<file path="src/sv/env_scg_div64.sv">
// Signed 64-bit restoring divider, one quotient bit per cycle, truncates toward zero.
module env_scg_div64 (
    input  logic        aclk,
    input  logic        aresetn,
    input  logic        start,
    input  logic [63:0] dividend,
    input  logic [63:0] divisor,
    output logic        done,
    output logic [63:0] quot
);

    logic [63:0] q_reg;
    logic [63:0] r_reg;
    logic [63:0] mb_reg;
    logic [5:0]  cnt_reg;
    logic        neg_reg;
    logic        busy_reg;
    logic        fix_reg;
    logic        done_reg;
    logic [64:0] rem_sh;
    logic [64:0] trial;

    assign rem_sh = {r_reg, q_reg[63]};
    assign trial  = rem_sh - {1'b0, mb_reg};

    always_ff @(posedge aclk) begin
        if (!aresetn) begin
            busy_reg <= 1'b0;
            fix_reg  <= 1'b0;
            done_reg <= 1'b0;
            cnt_reg  <= 6'd0;
        end else begin
            done_reg <= 1'b0;
            if (start) begin
                busy_reg <= 1'b1;
                cnt_reg  <= 6'd0;
            end else if (busy_reg) begin
                cnt_reg <= cnt_reg + 6'd1;
                if (cnt_reg == 6'd63) begin
                    busy_reg <= 1'b0;
                    fix_reg  <= 1'b1;
                end
            end else if (fix_reg) begin
                fix_reg  <= 1'b0;
                done_reg <= 1'b1;
            end
        end
    end

    always_ff @(posedge aclk) begin
        if (start) begin
            neg_reg <= dividend[63] ^ divisor[63];
            q_reg   <= dividend[63] ? 64'd0 - dividend : dividend;
            mb_reg  <= divisor[63] ? 64'd0 - divisor : divisor;
            r_reg   <= 64'd0;
        end else if (busy_reg) begin
            if (!trial[64]) begin
                r_reg <= trial[63:0];
                q_reg <= {q_reg[62:0], 1'b1};
            end else begin
                r_reg <= rem_sh[63:0];
                q_reg <= {q_reg[62:0], 1'b0};
            end
        end else if (fix_reg) begin
            if (neg_reg) begin
                q_reg <= 64'd0 - q_reg;
            end
        end
    end

    assign done = done_reg;
    assign quot = q_reg;

endmodule
</file>
<file path="config.mk">
export PLATFORM = sky130hd
export DESIGN_NAME = env_scg_div64
export DESIGN_NICKNAME = d
export VERILOG_FILES = /design/src/sv/env_scg_div64.sv
export SDC_FILE = /design/constraint.sdc
export NUM_CORES = 1
export LEC_CHECK = 0
export BUFFER_PORTS_ARGS = -buffer_cell sky130_fd_sc_hd__buf_2
export CAP_MARGIN = 20
export CORE_MARGIN = 2
export CORE_UTILIZATION = 25
export DETAILED_ROUTE_END_ITERATION = 16
export GPL_ROUTABILITY_DRIVEN = 0
export PLACE_DENSITY = 0.4
export SKIP_LAST_GASP = 1
export SLEW_MARGIN = 5
export SYNTH_ARGS = -nofsm -noshare
export SYNTH_HDL_FRONTEND = slang
export SYNTH_SLANG_ARGS = --single-unit
export TNS_END_PERCENT = 1
</file>
<file path="constraint.sdc">
create_clock -name aclk -period 12.5 [get_ports aclk]
set_input_delay 1.25 -clock aclk [delete_from_list [all_inputs] [get_ports aclk]]
set_output_delay 1.25 -clock aclk [all_outputs]
set_load 0.01 [all_outputs]
</file>
# Word level (Yosys, flattened, before mapping)
# Index checks and enable logic that the tools add are counted.
# totals
regBits	202
input_bits	131
out_inout_bits	65
word_cells	39
# op_classes
addsub	5
n_eq_ne	2
mux	14
n_bitwise	3
reduce_logical	6
# ops
operator	n
64-bit two-way mux	6
1-bit by 64-bit subtractor with 64-bit output, first input constant	3
65-bit by 64-bit subtractor with 65-bit output	1
63-bit two-way mux	1
1-bit two-way mux	7
6-bit by 1-bit adder with 6-bit output, second input constant	1
6-bit == test, second input constant	1
3-bit nonzero test	2
2-bit AND reduction	2
3-bit OR reduction	1
2-bit by 1-bit inequality test with 1-bit output, second input constant	1
1-bit NOT	2
2-bit OR reduction	1
1-bit bitwise XOR	1

# Longest topological paths before layout
# logic_depth
depth_word	5
ltp_mapped	16
mapped_depth_nobuf	13

# Worst setup path before layout
# OpenSTA, ideal clock, no wires.
# synth_timing
path_kind	in2reg
start	in divisor[11]
end	reg mb_reg[59], data pin
setup_time_ns	0.260
arrival_time_ns	4.668
t_required_ns	12.240
path_slack_ns	7.573
cell_stages	10
path_buffers	0
cell_sequence	or4_4 -> nor4_4 -> nand4_2 -> or3_4 -> or4_4 -> or3_4 -> or4_4 -> or3_4 -> o31ai_2 -> xnor2_1
# synth_via
elab_chain_len	2
# synth_lines
element	line	source
start, declared	7	input logic [63:0] divisor,
1-bit by 64-bit subtractor with 64-bit output	54	mb_reg <= divisor[63] ? 64'd0 - divisor : divisor;
63-bit two-way mux	54	
end signal, assigned	54	
end, declared	14	logic [63:0] mb_reg;
# Every way passes these cells.
# A chain may end at the register's enable or synchronous reset.

# Final worst setup path
# layout_timing
start	in divisor[3]
end	reg mb_reg[62], data pin
# The elaborated chain is that of the path after synthesis.

==> flow_summary.yaml <==
floorplanning:
  core.rowCount: 93
  fp.dieH_microns: 258
  core_area_sq_mm: 0.0641
  dieArea_sq_mm: 0.0665
  die_x_microns: 258
  io_pins: 196
  start_util_pct: 25.1
min_path:
  hold_path_end: "r_reg[42]"
  holdCritStartpoint: "r_reg[42]"
  hold_path.class: "flip-flop to flip-flop"
  hold_depth: 2
routing:
  via_per_inst: 5.04
  ant_nets: 0
  dr.pass1.iters: 5
  wl_microns: 52500
  drc: 0
  drt-wirelength-per-cell_microns: 17.7
  num_vias: 14900
  drt_iter0_markers: 943
clock_network:
  cts_hold_buf: 0
  cts.clk_slew.worst_paths_ns: 0.05
  clockRootBuffer: "clkbuf_16"
  cts_setup_buffers: 0
  cts.sinks: 202
  ctsResizeCount: 0
  numCtsBuffers: 28
  clk_latency_ns: 0.57
  tritoncts: "built"
  clockBufferDepth: 3
  htree_levels: 1
synth:
  yosysSeqAreaShare_pct: 33.1
  synth_top_area_share_pct: 24.0
  ys_ff_latch: 202
  syn_inst: 1947
  synth_edf_count: 129
  syn_area_per_cell_sq_um: 8.28
  ys_warn_count: 0
  yosysMostFrequentCell: "nor2_1"
  synthTopCellsByCount: "181 x nor2_1, 170 x nand2_1, 162 x o21ai_0, 147 x a21oi_1, 129 x edfxtp_1"
  synth_top_area_cell: "edfxtp_1"
  async_reset_ff_share_pct: 0
  synth_cell_type_count: 68
  synth_ff_type: "edfxtp_1"
  syn_nets: 2147
  ys_top_cells_by_area: "edfxtp_1 24%, dfxtp_1 9.1%, xnor2_1 6.8%"
  synth_area_sq_mm: 0.0161
setup_path:
  rr_worst_depth: 14
  cp_max_fo: 4
  r2r-end: "r_reg[26]"
  ff2ff_setup_slack_ns: 7.45
  critical_path_class: "input pin to flip-flop"
  cp_data_arrival_time_ns: 5.56
  rr_startpoint: "quot[63]"
  cp-end-kind: "flip-flop"
  startpoint_type: "input pin"
  cp_data_required_time_ns: 12.81
global_route:
  grt_usage_pct: 15.3
  grt_max_degree: 147
  antenna_found_initial: 1
  grt-ovfl-total: 0
  grt_first_pass_wirelength_microns: 82800
  grt_pass1_vias: 14600
outcome:
  status: "finished, final reports clean"
sta:
  fin_tns_setup_ns: 0
  finalCritPeriodShare_pct: 42.0
  hold_violations: 0
  slew_viol_final: 0
  clock.fmax_ghz: 0.191
  setup_viol: 0
  rsz0062_at_grt: "false"
  holdWs_ns: 0.485
  fin_crit_ns: 5.25
  slew_headroom_pct: 29.3
  tightest_slew_ns: 1.06
  fin_skew_ns: 0.0127
placed_design:
  port_buffers: 195
  place.detailed.hpwl_microns: 38600
pwr:
  p_leak_uw: 0.00704
  peakVddDrop_uv: 97.2
  powerDensity_mw_per_mm2: 126
  finalPower_uw: 2390
finish:
  area_delta_synth_final_pct: 17.7
  final_nets: 2285
  drive_gt1_share_pct: 13.8
flow_run:
  cap_violations: 0
==> placed cells by master, fill, tap and decap left out, types with 6 or more instances in the layout <==
cell type / netlist / layout
a211oi_1: 60 / 60
a21o_1: 16 / 16
a21oi_1: 147 / 147
a2bb2oi_1: 6 / 6
a311oi_1: 7 / 7
a31oi_1: 21 / 21
and2_1: 12 / 12
buf_2: 1 / 194
buf_4: 0 / 12
bufinv_16: 0 / 6
clkbuf_16: 0 / 29
dfxtp_1: 73 / 72
edfxtp_1: 129 / 129
ha_1: 68 / 68
inv_1: 110 / 110
mux2i_1: 54 / 54
nand2_1: 170 / 169
nand2b_1: 14 / 14
nand3_1: 31 / 31
nand3b_1: 8 / 8
nand4_1: 26 / 26
nor2_1: 181 / 181
nor2b_1: 9 / 9
nor3_1: 46 / 46
nor4_1: 16 / 16
o211ai_1: 19 / 19
o21a_1: 10 / 10
o21ai_0: 162 / 162
o21bai_1: 20 / 20
o311ai_0: 12 / 12
o31ai_1: 44 / 44
o32ai_1: 7 / 7
o41ai_1: 22 / 22
or2_2: 7 / 7
or3_1: 40 / 40
or3b_2: 7 / 7
or4_1: 22 / 22
xnor2_1: 126 / 126
xor2_1: 73 / 73
==> metal layers <==
metal | part of all wire, % | global-route usage (%) | wire length (microns) | up-vias
met3 | 4.4 | 2.02 | 2300 | 48
met2 | 45 | 25.3 | 23800 | 306
li1 | - | - | - | 7483
met1 | 49 | 21.4 | 25600 | 7101
met5 | 0.023 | 0 | 12 | -
met4 | 1.5 | 2.95 | 779 | 2
==> worst max-delay path by stage <==
stage,from,endpoint,slack [ns],depth (start not counted)
floorplan,divisor[11],mb_reg[59],7.57,10
global placement,divisor[3],mb_reg[62],6.63,11
detailed placement,divisor[3],mb_reg[62],6.56,11
CTS,divisor[3],mb_reg[62],7.19,11
global route,divisor[3],mb_reg[62],7.02,11
finish,divisor[3],mb_reg[62],7.25,11
==> area by class of cell <==
| cell class | instances | area, sq um |
|---|---|---|
| fill | 6979 | 45200 |
| clock inverter | 16 | 240 |
| tap | 855 | 1070 |
| inverter | 111 | 417 |
| antenna | 2 | 5.00 |
| timing repair buffer | 209 | 1110 |
| multi-input combinational | 1533 | 10000 |
| clock buffer | 36 | 772 |
| sequential | 202 | 5340 |
==> per-stage QoR <==
stage	utilization, %	cells	cell area (sq um)	setup slack, ns
2_1_floorplan	-	1947	16100	7.57
3_3_place_gp	28.0	2909	17900	6.63
3_5_place_dp	28.0	2909	17900	6.56
4_1_cts	29.5	2961	18900	7.19
5_1_grt	29.6	2962	19000	7.02
6_report	29.6	2964	19000	7.25
==> power breakdown <==
part	switching (uW)	internal [uW]
registers	69.0	792
logic	389	254
clock network	329	559
==> critical path: stages <==
cell and delay (ns):
buf_2 0.11, or3_1 0.46, nor3b_1 0.89, nand4_1 0.28
or3_1 0.42, or4_4 0.46, or3_1 0.38, or4_1 0.48
or3_1 0.37, o41ai_1 0.33, xnor2_1 0.11
==> logic make-up (layout without fill, tap and decap cells) <==
family	after synthesis	after routing	synth area share [%]
buf+inv	212	372	4.95
flops	202	202	33.1
mux	54	54	3.35
xor+xnor	199	199	10.8
other cells	0	2	0
compound gates	592	592	23.3
simple gates	619	619	19.0
fa+ha+maj	69	69	5.40
Power figures use the tool's default switching activity.
