[src/sv/env_scg_mul64.sv]
// 64x64 wrapping multiplier built from one 32x32 multiplier that forms the partial products in turn.
module env_scg_mul64 (
    input  logic        aclk,
    input  logic        aresetn,
    input  logic        start,
    input  logic [63:0] op_a,
    input  logic [63:0] op_b,
    output logic        done,
    output logic [63:0] prod
);

    logic [63:0] a_reg;
    logic [63:0] b_reg;
    logic [63:0] pp_reg;
    logic [63:0] acc_reg;
    logic [1:0]  ph_reg;
    logic        busy_reg;
    logic        done_reg;
    logic [31:0] mx;
    logic [31:0] my;

    // partial products: lo*lo, lo*hi, hi*lo (hi*hi falls off the top)
    always_comb begin
        case (ph_reg)
            2'd0: begin
                mx = a_reg[31:0];
                my = b_reg[31:0];
            end
            2'd1: begin
                mx = a_reg[31:0];
                my = b_reg[63:32];
            end
            default: begin
                mx = a_reg[63:32];
                my = b_reg[31:0];
            end
        endcase
    end

    always_ff @(posedge aclk) begin
        if (!aresetn) begin
            busy_reg <= 1'b0;
            done_reg <= 1'b0;
            ph_reg   <= 2'd0;
        end else begin
            done_reg <= 1'b0;
            if (start) begin
                busy_reg <= 1'b1;
                ph_reg   <= 2'd0;
            end else if (busy_reg) begin
                ph_reg <= ph_reg + 2'd1;
                if (ph_reg == 2'd3) begin
                    busy_reg <= 1'b0;
                    done_reg <= 1'b1;
                end
            end
        end
    end

    always_ff @(posedge aclk) begin
        if (start) begin
            a_reg <= op_a;
            b_reg <= op_b;
        end
        if (busy_reg) begin
            pp_reg <= {32'd0, mx} * {32'd0, my};
            case (ph_reg)
                2'd1:    acc_reg <= pp_reg;
                2'd2,
                2'd3:    acc_reg[63:32] <= acc_reg[63:32] + pp_reg[31:0];
                default: ;
            endcase
        end
    end

    assign done = done_reg;
    assign prod = acc_reg;

endmodule

[config.mk]
export PLATFORM = sky130hd
export DESIGN_NAME = env_scg_mul64
export DESIGN_NICKNAME = d
export VERILOG_FILES = /design/src/sv/env_scg_mul64.sv
export SDC_FILE = /design/constraint.sdc
export NUM_CORES = 2
export LEC_CHECK = 0
export BUFFER_PORTS_ARGS = -buffer_cell sky130_fd_sc_hd__buf_2
export CORE_ASPECT_RATIO = 1.2
export CORE_MARGIN = 2
export CORE_UTILIZATION = 53
export DETAILED_ROUTE_END_ITERATION = 8
export PLACE_DENSITY_LB_ADDON = 0.05
export SYNTH_ARGS = -nofsm -noshare
export SYNTH_HDL_FRONTEND = slang
export SYNTH_SLANG_ARGS = --single-unit
[constraint.sdc]
create_clock -name aclk -period 16.4 [get_ports aclk]
set_clock_uncertainty 0.05 [all_clocks]
set_input_delay 3.28 -clock aclk [delete_from_list [all_inputs] [get_ports aclk]]
set_output_delay 3.28 -clock aclk [all_outputs]
set_load 0.01 [all_outputs]
# Word-level counts from Yosys, hierarchy flattened
# Index checks and enable logic that the tools add are counted.
[totals]
regBits = 260
latch_bits = 0
ram_bits = 0
mem_bits_ro = 0
inputBits = 131
output_inout_bits = 65
elab_cells = 31
mem_count = 0
[classes]
add_sub_neg = 2
mul = 1
div = 0
n_lt_le_gt_ge = 0
n_eq_ne = 3
n_shift = 0
muxes = 7
bitwise_logic = 2
reduce_logical = 8
[ops]
columns = ["cell", "n"]
rows = [
  ["multiplier 32 x 32 -> 64 bit", 1],
  ["2-to-1 mux 32 bit", 2],
  ["case mux 32 bit (2 select lines)", 1],
  ["adder 32 bit", 1],
  ["OR reduction 2 bit", 3],
  ["equality test 2 bit (second input constant)", 2],
  ["2-to-1 mux 1 bit", 4],
  ["AND reduction 2 bit", 2],
  ["OR reduction 3 bit", 1],
  ["adder 2 x 1 -> 2 bit (second input constant)", 1],
  ["equality test 2 x 1 -> 1 bit (second input constant)", 1],
  ["logical NOT 2 bit", 1],
  ["NOT 1 bit", 2],
  ["nonzero test 2 bit", 1],
]

# Longest topological paths before layout
[depth]
word_depth = 4
depth_mapped = 36
ltp_nobuf = 32

# Least setup slack after synthesis
# No wires, ideal clock.
[synth_timing]
path_kind = "reg2reg"
from = "reg ph_reg[0]"
to = "reg pp_reg[61] (data pin)"
setup_ns = 0.260
arrival_ns = 9.066
required_ns = 16.090
path_slack_ns = 7.024
path_stages_with_launch = 33
path_buffers = 4
period_less_slack_ns = 9.376
cell_sequence = "dfxtp_1 inv_1 ha_1 nor2_1 clkbuf_1 buf_1 mux2i_1 clkbuf_1 nor2_1 fa_1 fa_1 fa_1 inv_1 fa_1 inv_1 fa_1 fa_1 fa_1 inv_1 fa_1 inv_1 ha_1 clkbuf_1 and3_1 and2_1 a21oi_1 nand2_1 a211o_1 a31o_1 a211o_1 a41o_1 a221oi_2 xnor2_1"
[synth_via]
elab_chain_len = 4
word_cells_on_any_way = 6
cone_classes = "mul (1); eq/ne (1); mux (2); reduce/logical (2)"
[synth_rtl]
columns = ["element", "line", "text"]
rows = [
  ["start, declared", "16", "logic [1:0] ph_reg;"],
  ["start signal, assigned", "51", "ph_reg <= ph_reg + 2'd1;"],
  ["equality test 2 x 1 -> 1 bit / logical NOT 2 bit (equally long branches)", "24", "case (ph_reg)"],
  ["OR reduction 2 bit (no source line)", "n/a", ""],
  ["2-to-1 mux 32 bit", "24", ""],
  ["multiplier 32 x 32 -> 64 bit *", "66", "pp_reg <= {32'd0, mx} * {32'd0, my};"],
  ["end signal, assigned", "66", ""],
  ["end, declared", "14", "logic [63:0] pp_reg;"],
]
# Mark *: on every way between the ends. The rest lies on a longest branch, timed or not.
# A chain may end at the register's enable or synchronous reset.

# Worst setup path after layout
[layout_timing]
from = "reg ph_reg[1]"
to = "reg pp_reg[63] (data pin)"
# The elaborated chain is that of the path after synthesis.

==> results.sh <==
export IMPL_status="finished clean"
export IMPL_yosysTopAreaCellShare_pct=42.0
export IMPL_r2r_cells=29
export IMPL_vias=31100
export IMPL_netlist_area_mm2=0.0428
export IMPL_whs_endpoint="prod[21]"
export IMPL_synth_most_common_cell="fa_1"
export IMPL_cp_max_fo=48
export IMPL_ant_nets=0
export IMPL_syn_area_per_cell_um2=9.84
export IMPL_busiest_layer="met2"
export IMPL_syn_to_final_growth_pct=7.90
export IMPL_diodes=0
export IMPL_synth_commonest_cells="fa_1 (897), inv_1 (889), nor2_1 (633)"
export IMPL_drc=0
export IMPL_max_freq_ghz=0.0948
export IMPL_grtUsageMet1_pct=38.9
export IMPL_setup_worst_path_start_class="flip-flop"
export IMPL_rsz0062_at_grt="no"
export IMPL_gr_total_overflow=0
export IMPL_yosysSeqAreaShare_pct=18.2
export IMPL_async_flop_share_pct=0
export IMPL_yosysUniqueCellTypes=65
export IMPL_cts_root_buf="clkbuf_16"
export IMPL_gp_congestion=0.932
export IMPL_dpl_cell_area_mm2=0.0451
export IMPL_finish_utilization_pct=57.5
export IMPL_netlist_instances=4346
export IMPL_rrSetupSlack_ns=5.85
export IMPL_drt_vias_per_instance=5.65
export IMPL_die_area_mm2=0.0830
export IMPL_r2r_end="pp_reg[63]"
export IMPL_fin_crit_sh_pct=64.3
export IMPL_maxCapViolations=0
export IMPL_core_mm2=0.0803
export IMPL_antenna_found_initial=1
export IMPL_drt_initial_drc_count=2213
export IMPL_path_common_cell="fa_1"
export IMPL_cts_max_level=1
export IMPL_crit_type="reg2reg"
export IMPL_hold_buffers=0
export IMPL_crit_arrival_ns=10.85
export IMPL_clock_latency_ns=0.63
export IMPL_whs_ns=0.437
export IMPL_hold_path_class="reg2reg"
export IMPL_drt_wirelength_per_cell_um=23.7
export IMPL_clock_sinks=260
export IMPL_use_met2_pct=56.4
export IMPL_cts_setup_buffers=0
export IMPL_grt_usage_pct=32.4
export IMPL_cp_required_ns=16.70
export IMPL_cpPeakStageDelay_ns=0.90
export IMPL_firstDrtPassIters=5
export IMPL_clockBufferDepth=3
export IMPL_ys_warnings_count=0
export IMPL_portBuffers=195
export IMPL_die_y_um=315
export IMPL_ys_ff_latch=260
export IMPL_syn_nets=5673
export IMPL_num_rows=114
export IMPL_num_io_pins=196
export IMPL_tns_ns=0
export IMPL_drv_slew=0
export IMPL_dp_hpwl_mm=105
export IMPL_slew_headroom_pct=23.5
export IMPL_drive_above_1_share_pct=9.62
export IMPL_synth_edf_count=256
export IMPL_synth_largest_area_cell="fa_1"
export IMPL_synthFlopType="edfxtp_1"
export IMPL_crit_path_top_delay_cell="mux2i_4"
export IMPL_initial_core_util_pct=53.3
export IMPL_grt_pass1_wl_mm=198
export IMPL_cts_resized=0
export IMPL_grt_pass1_vias=33000
export IMPL_endpoint_kind="flip-flop"
export IMPL_min_path_cells=0
export IMPL_period_minus_slack_ns=10.55
export IMPL_holdCritStartpoint="pp_reg[21]"
export IMPL_synth_area_leaders="fa_1 (42%), edfxtp_1 (18%), ha_1 (8.7%), inv_1 (7.8%), nor2_1 (5.6%)"
export IMPL_final_cell_area_mm2=0.0461
export IMPL_wl_mm=130
export IMPL_cts_buffers=29
export IMPL_clk_pin_slew_ns=0.06
export IMPL_tightestPinTransition_ns=1.12
export IMPL_die_w_um=263
export IMPL_finalSetupViolations=0
export IMPL_rr_startpoint="ph_reg[1]"
export IMPL_grt_max_degree=77
export IMPL_hold_viol=0
export IMPL_use_met3_pct=4.87
export IMPL_layout_nets=5774
export IMPL_cts_tree="done"
stage by stage:
step	std cells	setup slack [ns]
floorplan	4346	7.02
global placement	5460	6.01
detailed placement	5460	5.89
CTS	5514	5.86
global route	5514	5.36
finish	5514	5.85
cell families (layout without fill, tap and decap cells):
logic type	Yosys count	after routing	synth area share [%]
buffers and inverters	1078	1202	9.49
DFF	260	260	18.2
xor gates and xnor gates	94	94	1.93
adders and majority gates	1196	1196	50.7
AOI/OAI and AO/OA	324	324	4.78
muxes	128	128	3.18
and+or+nand+nor	1266	1266	11.7
metal layers:
metal | vias up | routed length [um]
met3 | 366 | 8910
met1 | 16100 | 47800
met4 | 2 | 8780
li1 | 13400 | -
met5 | - | 8
met2 | 1262 | 65000
cell usage in the layout (no fill, tap or decap), types with 66 or more instances in the layout:
master    count
ha_1        298
inv_1       889
edfxtp_1    256
buf_2       194
a21oi_1     111
nor2_1      632
a21o_1       66
nand2_1     523
fa_1        897
worst max-delay path by stage:
stage,from,endpoint,cells past startpoint
6_report,ph_reg[1],pp_reg[63],29
4_1_cts,ph_reg[1],pp_reg[63],29
5_1_grt,ph_reg[1],pp_reg[63],29
3_5_place_dp,ph_reg[1],pp_reg[63],29
3_3_place_gp,ph_reg[1],pp_reg[63],29
2_1_floorplan,ph_reg[0],pp_reg[61],32
final cells by class:
cell class	count	area, um2
repair buffers	259	1460
flip-flops and latches	260	7770
inverters	889	3340
fillers	7178	34200
clock inverters	23	320
multi-input cells	3008	31200
clock buffers	31	733
well taps	1044	1310
worst max-delay path, delay by kind of cell (launching register included):
| family | cells | cell delay, ns |
|---|---|---|
| buf+inv | 6 | 1.10 |
| compound gates | 5 | 1.50 |
| xor+xnor | 1 | 0.10 |
| simple gates | 6 | 1.44 |
| mux | 1 | 0.90 |
| flops | 1 | 0.37 |
| fa+ha+maj | 10 | 4.68 |
Power is left out: the tool's default activity adds up to more than one toggle a clock period on the data nets, which glitch-free logic cannot reach.
